File: src/rtl/lfdw_pkg.sv
package lfdw_pkg;

    // Panel geometry
    localparam int FRAME_BYTES = 1024;
    localparam int COLUMNS     = 128;
    localparam int IDX_W       = 10;
    localparam int ADDR_W      = $clog2(FRAME_BYTES);
    localparam int COL_W       = $clog2(COLUMNS);
    localparam int BEATS_MAX   = 4;
    localparam int CNT_W       = $clog2(BEATS_MAX + 1);
    localparam int PTR_W       = $clog2(BEATS_MAX);

    // Controller command bytes
    localparam logic [7:0] CMD_PAGE   = 8'hB0;
    localparam logic [7:0] CMD_COL_HI = 8'h10;
    localparam logic [7:0] CMD_COL_LO = 8'h00;

    // Item operation
    typedef enum logic
    {
        OP_DIFF = 1'b0,
        OP_FULL = 1'b1
    } op_t;

    // One output beat
    typedef struct packed
    {
        logic [7:0] out_byte;
        logic       is_data;
        logic       last;
    } beat_t;

    // Beats produced by one item, handed to the sequencer
    typedef struct packed
    {
        logic [CNT_W-1:0]            cnt;
        beat_t [BEATS_MAX-1:0]       beats;
    } burst_t;

endpackage

File: src/rtl/lfdw_seq.sv
module lfdw_seq
(
    input  logic            clk,
    input  logic            rst_n,
    input  logic            load,
    input  lfdw_pkg::burst_t burst,
    output logic            free,
    output logic            m_tvalid,
    input  logic            m_tready,
    output logic [7:0]      m_tdata,   // out_byte[7:0]
    output logic            m_tuser,   // is_data
    output logic            m_tlast
);
    import lfdw_pkg::*;

    beat_t [BEATS_MAX-1:0] beats_reg;
    logic [CNT_W-1:0]      cnt_reg;
    logic [CNT_W-1:0]      cnt_next;
    logic [PTR_W-1:0]      ptr_reg;
    logic [PTR_W-1:0]      ptr_next;
    logic                  take;
    beat_t                 cur;

    assign take = m_tvalid && m_tready;
    assign free = (cnt_reg == '0) || ((cnt_reg == CNT_W'(1)) && m_tready);

    // Beat counter and read pointer
    always_comb
    begin
        cnt_next = cnt_reg;
        ptr_next = ptr_reg;
        if (take)
        begin
            cnt_next = cnt_reg - 1'b1;
            ptr_next = ptr_reg + 1'b1;
        end
        if (load)
        begin
            cnt_next = burst.cnt;
            ptr_next = '0;
        end
    end

    always_ff @(posedge clk or negedge rst_n)
    begin
        if (!rst_n)
        begin
            cnt_reg <= '0;
            ptr_reg <= '0;
        end
        else
        begin
            cnt_reg <= cnt_next;
            ptr_reg <= ptr_next;
        end
    end

    // Beat payload
    always_ff @(posedge clk)
    begin
        if (load)
        begin
            beats_reg <= burst.beats;
        end
    end

    assign cur      = beats_reg[ptr_reg];
    assign m_tvalid = (cnt_reg != '0);
    assign m_tdata  = cur.out_byte;
    assign m_tuser  = cur.is_data;
    assign m_tlast  = cur.last;

`ifndef NO_ASSERTIONS
    a_load_free: assert property (@(posedge clk) disable iff (!rst_n)
        load |-> free)
        else $error("burst loaded over pending beats");
    a_last_end: assert property (@(posedge clk) disable iff (!rst_n)
        m_tvalid |-> (m_tlast == (cnt_reg == CNT_W'(1))))
        else $error("last flag out of step with beat count");
    a_load_cnt: assert property (@(posedge clk) disable iff (!rst_n)
        load |-> (burst.cnt == CNT_W'(2) || burst.cnt == CNT_W'(4)))
        else $error("bad burst length");
`endif

endmodule
File: config.mk
export PLATFORM = sky130hd
export DESIGN_NAME = lfdw_seq
export DESIGN_NICKNAME = d
export VERILOG_FILES = /design/src/rtl/lfdw_pkg.sv /design/src/rtl/lfdw_seq.sv
export SDC_FILE = /design/constraint.sdc
export NUM_CORES = 1
export LEC_CHECK = 0
export ABC_AREA = 1
export BUFFER_PORTS_ARGS = -buffer_cell sky130_fd_sc_hd__buf_2
export CORE_MARGIN = 3
export CORE_UTILIZATION = 35
export CTS_CLUSTER_SIZE = 8
export DETAILED_ROUTE_END_ITERATION = 10
export PLACE_DENSITY = 0.65
export SLEW_MARGIN = 20
export SYNTH_ARGS = -nofsm -noshare
export SYNTH_HDL_FRONTEND = slang
export SYNTH_SLANG_ARGS = --single-unit
File: constraint.sdc
create_clock -name clk -period 2.2 [get_ports clk]
set_clock_uncertainty 0.2 [all_clocks]
set_input_delay 0.33 -clock clk [delete_from_list [all_inputs] [get_ports clk]]
set_output_delay 0.33 -clock clk [all_outputs]
set_load 0.03 [all_outputs]
==> flow_metrics.env, run 1 <==
export IMPL_via_per_inst=4.60
export IMPL_synth_edf_count=40
export IMPL_p_leak_nw=1.03
export IMPL_vias=1338
export IMPL_post_dp_cell_area_um2=2170
export IMPL_antenna_left=0
export IMPL_cp_data_arrival_time_ns=1.50
export IMPL_io_pins=59
export IMPL_ir_worst_vdd_mv=0.478
export IMPL_drt_total_wl_um=3770
export IMPL_drc=0
export IMPL_gp_congestion=0.752
export IMPL_grt_max_degree=23
export IMPL_dieArea_um2=6080
export IMPL_reg2reg_to="cnt_reg[1]"
export IMPL_seq_area_frac_synth_pct=73.2
export IMPL_synthCells=138
export IMPL_power_frac_comb_pct=25.9
export IMPL_ys_seq_elements=45
export IMPL_antenna_cells=0
export IMPL_ys_warn_count=0
export IMPL_synthesis_nets=188
export IMPL_max_clock_freq_mhz=494
export IMPL_crit_path_end_kind="primary output"
export IMPL_synth_area_per_cell_um2=13.1
export IMPL_fin_crit_ns=2.03
export IMPL_cap_viol_max_count=0
export IMPL_yosysTopAreaCellShare_pct=66.3
export IMPL_finalSetupViolCount=0
export IMPL_first_pass_iters=4
export IMPL_crit_start="ptr_reg[0]"
export IMPL_finalCritPeriodShare_pct=92.1
export IMPL_cp_start_kind="flop"
export IMPL_die_w_um=78.0
export IMPL_drt_iter0_drc=41
export IMPL_synth_flop_cell="edfxtp_1"
export IMPL_slew_headroom_pct=75.1
export IMPL_async_flop_share_pct=11.1
export IMPL_grt_overflow_total=0
export IMPL_grt_pass1_vias=1247
export IMPL_post_drt_wl_per_cell_um=13.0
export IMPL_post_cts_resized=0
export IMPL_rows=25
export IMPL_fin_area_um2=2460
export IMPL_clock_path_buffers=2
export IMPL_hold_class="in -> reg"
export IMPL_dpl_hpwl_um=2610
export IMPL_cp_required_ns=1.67
export IMPL_power_density_nw_per_um2=837
export IMPL_synth_area_leaders="edfxtp_1 66%, dfrtp_1 6.9%, o21ai_1 5.5%"
export IMPL_initial_core_util_pct=37.4
export IMPL_port_buffers=58
export IMPL_final_nets=273
export IMPL_numClockSinks=45
export IMPL_grt_usage_pct=12.3
export IMPL_power_share_clock_pct=23.6
export IMPL_ctsRootBufferMaster="clkbuf_8"
export IMPL_post_layout_nonfiller_instances=291
export IMPL_switchingPower_uw=638
export IMPL_slew_violations=0
export IMPL_status="complete, no violations"
export IMPL_synth_top_area_cell="edfxtp_1"
export IMPL_critical_path_class="reg -> out"
export IMPL_p_seq_share_pct=50.6
export IMPL_worst_slew_pin_slew_ns=0.373
export IMPL_synth_most_common_cell="edfxtp_1"
export IMPL_yosys_top_cells_count="40 x edfxtp_1, 20 x nor2_1, 20 x o21ai_1"
export IMPL_h_tree_depth=2
export IMPL_ff2ff_path_depth=7
export IMPL_whs_ns=0.0103
export IMPL_dp_cells=262
export IMPL_grt_antenna_before_repair=0
export IMPL_cts_clk_slew_worst_paths_ns=0.08
export IMPL_hold_viol=0
export IMPL_cts_buffers=5
export IMPL_area_delta_synth_final_pct=35.8
export IMPL_internal_power_mw=1.42
export IMPL_finalSetupTns_ns=0
export IMPL_die_h_um=78.0
export IMPL_cts_tree="yes"
export IMPL_clock_latency_ns=0.29
export IMPL_syn_area_um2=1810
export IMPL_rsz0062_at_grt="no"
export IMPL_swShare_pct=30.9
export IMPL_synthDistinctLibCells=18
export IMPL_path_max_fanout=22
export IMPL_core_area_um2=4850
export IMPL_grt_pass1_wl_um=5700
export IMPL_endpoint="m_tdata[2]"
export IMPL_r2r_start="cnt_reg[0]"
export IMPL_largest_register_ffs=40
export IMPL_reg2reg_slack_ns=0.82
export IMPL_cts_setup_buffers=0
export IMPL_drive_gt1_share_pct=33.0
[worst max-delay path, cell delays in order, from the launching register on]
cell	delay, ns
dfrtp_1	0.40
inv_2	0.30
nor2_1	0.07
o22ai_1	0.21
buf_2	0.23
[how the worst min path moves through the flow]
stage / from / endpoint / slack [ns] / depth (start not counted)
after global routing: burst[0] / beats_reg[0] / 0.0009 / 1
after global placement: rst_n / cnt_reg[0] / -0.04 / 1
final: burst[5] / beats_reg[5] / 0.01 / 1
after detailed placement: rst_n / cnt_reg[0] / -0.04 / 1
after CTS: burst[18] / beats_reg[18] / 0.00009 / 1
after floorplan: rst_n / cnt_reg[0] / -0.17 / 0
[per-stage QoR]
step | worst slack (ns) | utilization [%] | power [mW]
after global placement | 0.493 | 44.8 | 1.56
after floorplan | 0.497 | - | 1.41
final | 0.174 | 50.8 | 2.06
after detailed placement | 0.480 | 44.8 | 1.58
after global routing | 0.0573 | 50.8 | 2.18
after CTS | 0.150 | 47.5 | 2.06
[metal layers]
layer	up-vias	track usage [%]	part of all wire [%]	wire length, um
li1	666	-	-	-
met1	631	16.0	44	1650
met2	41	20.3	51	1940
met3	0	3.60	4.9	184
met4	0	3.15	0	0
met5	-	0	0	0
[power groups by stage]
stage	Sequential, mW	Clock (mW)	Combinational [mW]
global route	1.05	0.534	0.594
floorplan	1.06	0	0.353
finish	1.04	0.486	0.534
CTS	1.04	0.498	0.521
global placement	1.06	0	0.504
detailed placement	1.06	0	0.512
[layout by cell type (no fill, tap or decap), types with 2 or more instances in the layout]
| cell | instances |
|---|---|
| buf_2 | 58 |
| edfxtp_1 | 40 |
| dlygate4sd3_1 | 21 |
| nor2_1 | 20 |
| o21ai_1 | 20 |
| nand2_1 | 12 |
| o22ai_1 | 10 |
| nand3_1 | 6 |
| inv_1 | 5 |
| clkbuf_8 | 5 |
| dfrtp_1 | 5 |
| o21ai_0 | 4 |
| buf_4 | 4 |
| nand2_2 | 3 |
| ha_1 | 3 |
| inv_2 | 2 |
| clkbuf_1 | 2 |
[cell families after synthesis]
| family | synth area share [%] |
|---|---|
| buf+inv | 4.00 |
| compound gates | 11.0 |
| simple gates | 9.32 |
| fa+ha+maj | 2.07 |
| flops | 73.2 |
| xor+xnor | 0.483 |
[cell type report]
type / count / area [um^2]
inverter: 7 / 26.3
fill: 420 / 2390
multi-input combinational: 81 / 414
clock inverter: 1 / 5.00
timing repair buffer: 83 / 531
tap: 67 / 83.8
clock buffer: 7 / 76.3
sequential: 45 / 1330
[what timing repair did]
item / in CTS / in global routing
hold buffers: 5 / 16
endpoints found under the hold margin: 9 / 16
setup endpoints to repair: 0 / 0
No activity file was read; power rests on OpenSTA's default activity.
==> run 2: changes to the inputs <==
MAX_ROUTING_LAYER = met4   (was not set)
==> flow_metrics.env, run 2 (synthesized netlist as in run 1, its figures left out) <==
export IMPL_io_pins=59
export IMPL_grt_overflow_total=0
export IMPL_grt_max_degree=23
export IMPL_rows=25
export IMPL_clock_latency_ns=0.29
export IMPL_fin_crit_ns=2.03
export IMPL_drt_iter0_drc=67
export IMPL_gp_congestion=0.761
export IMPL_drive_gt1_share_pct=33.2
export IMPL_cts_clk_slew_worst_paths_ns=0.08
export IMPL_critical_path_class="reg -> out"
export IMPL_ctsRootBufferMaster="clkbuf_8"
export IMPL_area_delta_synth_final_pct=35.3
export IMPL_numClockSinks=45
export IMPL_post_cts_resized=0
export IMPL_cp_buffers_inverters=2
export IMPL_post_drt_wl_per_cell_um=12.9
export IMPL_h_tree_depth=2
export IMPL_hold_class="in -> reg"
export IMPL_register_area_um2=1330
export IMPL_drt_total_wl_um=3740
export IMPL_post_layout_nonfiller_instances=290
export IMPL_initial_core_util_pct=37.4
export IMPL_max_clock_freq_mhz=494
export IMPL_path_cells="inv_2 -> nor2_1 -> o22ai_1 -> buf_2"
export IMPL_first_pass_iters=4
export IMPL_largest_register_ffs=40
export IMPL_path_max_fanout=22
export IMPL_clock_path_buffers=2
export IMPL_vias=1341
export IMPL_hold_viol=0
export IMPL_crit_path_end_kind="primary output"
export IMPL_ir_worst_vdd_mv=0.476
export IMPL_grt_pass1_wl_um=5690
export IMPL_finalSetupViolCount=0
export IMPL_core_area_um2=4850
export IMPL_final_nets=272
export IMPL_via_per_inst=4.62
export IMPL_finalCritPeriodShare_pct=92.1
export IMPL_slew_violations=0
export IMPL_p_leak_nw=1.03
export IMPL_cts_buffers=5
export IMPL_power_density_nw_per_um2=839
export IMPL_cap_viol_max_count=0
export IMPL_rsz0062_at_grt="no"
export IMPL_drc=0
export IMPL_die_h_um=78.0
export IMPL_multi_input_area_um2=414
export IMPL_slew_headroom_pct=74.8
export IMPL_nFillCells=418
export IMPL_max_stage_delay_ns=0.40
export IMPL_dpl_hpwl_um=2610
export IMPL_grt_pass1_vias=1245
export IMPL_cp_top_family="buffers and inverters"
export IMPL_final_common_cell="buf_2"
export IMPL_cp_start_kind="flop"
export IMPL_cp_data_arrival_time_ns=1.50
export IMPL_antenna_cells=0
export IMPL_status="complete, no violations"
export IMPL_cp_required_ns=1.67
export IMPL_critPathSlowestCell="dfrtp_1"
export IMPL_grt_antenna_before_repair=0
export IMPL_port_buffers=58
export IMPL_dp_cells=262
export IMPL_finalSetupTns_ns=0
export IMPL_worst_slew_pin_slew_ns=0.378
export IMPL_cts_setup_buffers=0
export IMPL_grt_usage_pct=12.6
export IMPL_antenna_left=0
export IMPL_layout_common_cells="58 x buf_2, 40 x edfxtp_1, 20 x nor2_1, 20 x o21ai_1, 20 x dlygate4sd3_1"
export IMPL_die_w_um=78.0
export IMPL_cts_tree="yes"
export IMPL_dieArea_um2=6080
[run 2: worst reg2reg max path, delay by kind of cell (launching register included)]
kind	cells	cell delay, ns
adder cells (fa/ha/maj)	1	0.19
AO/OA/AOI/OAI	1	0.06
buffers and inverters	1	0.10
flip-flops	1	0.39
AND/OR/NAND/NOR	4	0.34
[run 2: stage by stage]
stage | power (mW) | util, % | hold slack [ns] | area, um^2 | setup WS [ns]
floorplan | 1.41 | - | -0.166 | 1810 | 0.497
global placement | 1.56 | 44.8 | -0.0440 | 2170 | 0.493
global route | 2.17 | 50.6 | 0.00140 | 2450 | 0.0575
finish | 2.06 | 50.6 | 0.00995 | 2450 | 0.175
detailed placement | 1.58 | 44.8 | -0.0442 | 2170 | 0.480
CTS | 2.06 | 47.5 | 0.0000940 | 2300 | 0.150
[run 2: final timing paths]
kind / cells after the start / endpoint / startpoint / slack (ns)
max in group asynchronous: 2 / cnt_reg[1] / rst_n / 1.48
hold / removal: 1 / beats_reg[30] / burst[30] / 0.01
setup reg to reg: 7 / cnt_reg[1] / cnt_reg[0] / 0.82
hold reg to reg: 2 / cnt_reg[2] / cnt_reg[2] / 0.36
setup / recovery: 4 / m_tdata[2] / ptr_reg[0] / 0.17
min in group asynchronous: 2 / cnt_reg[2] / rst_n / 0.18
[run 2: layout make-up]
class	count	share of cell area, %
Clock inverter	1	0.204
Inverter	7	1.07
Timing Repair Buffer	82	21.2
Sequential cell	45	54.1
Multi-Input combinational cell	81	16.9
Tap cell	67	3.42
Clock buffer	7	3.11
[run 2: where the power goes]
group	switching (mW)	internal (mW)	total, mW
combinational	0.348	0.184	0.533
sequential	0.0269	1.02	1.04
clock	0.260	0.223	0.483
[run 2: metal layers]
layer / up-vias / global-route usage (%) / share of wire, %
li1: 664 / - / -
met4: 0 / 3.15 / 0
met3: 0 / 3.48 / 4.8
met5: - / - / 0
met2: 45 / 20.3 / 52
met1: 632 / 16.0 / 43
[run 2: timing repair]
| item | 4_1_cts | 5_1_grt |
|---|---|---|
| endpoints found under the hold margin | 9 | 15 |
| hold buffers | 5 | 15 |
| setup endpoints to repair | 0 | 0 |
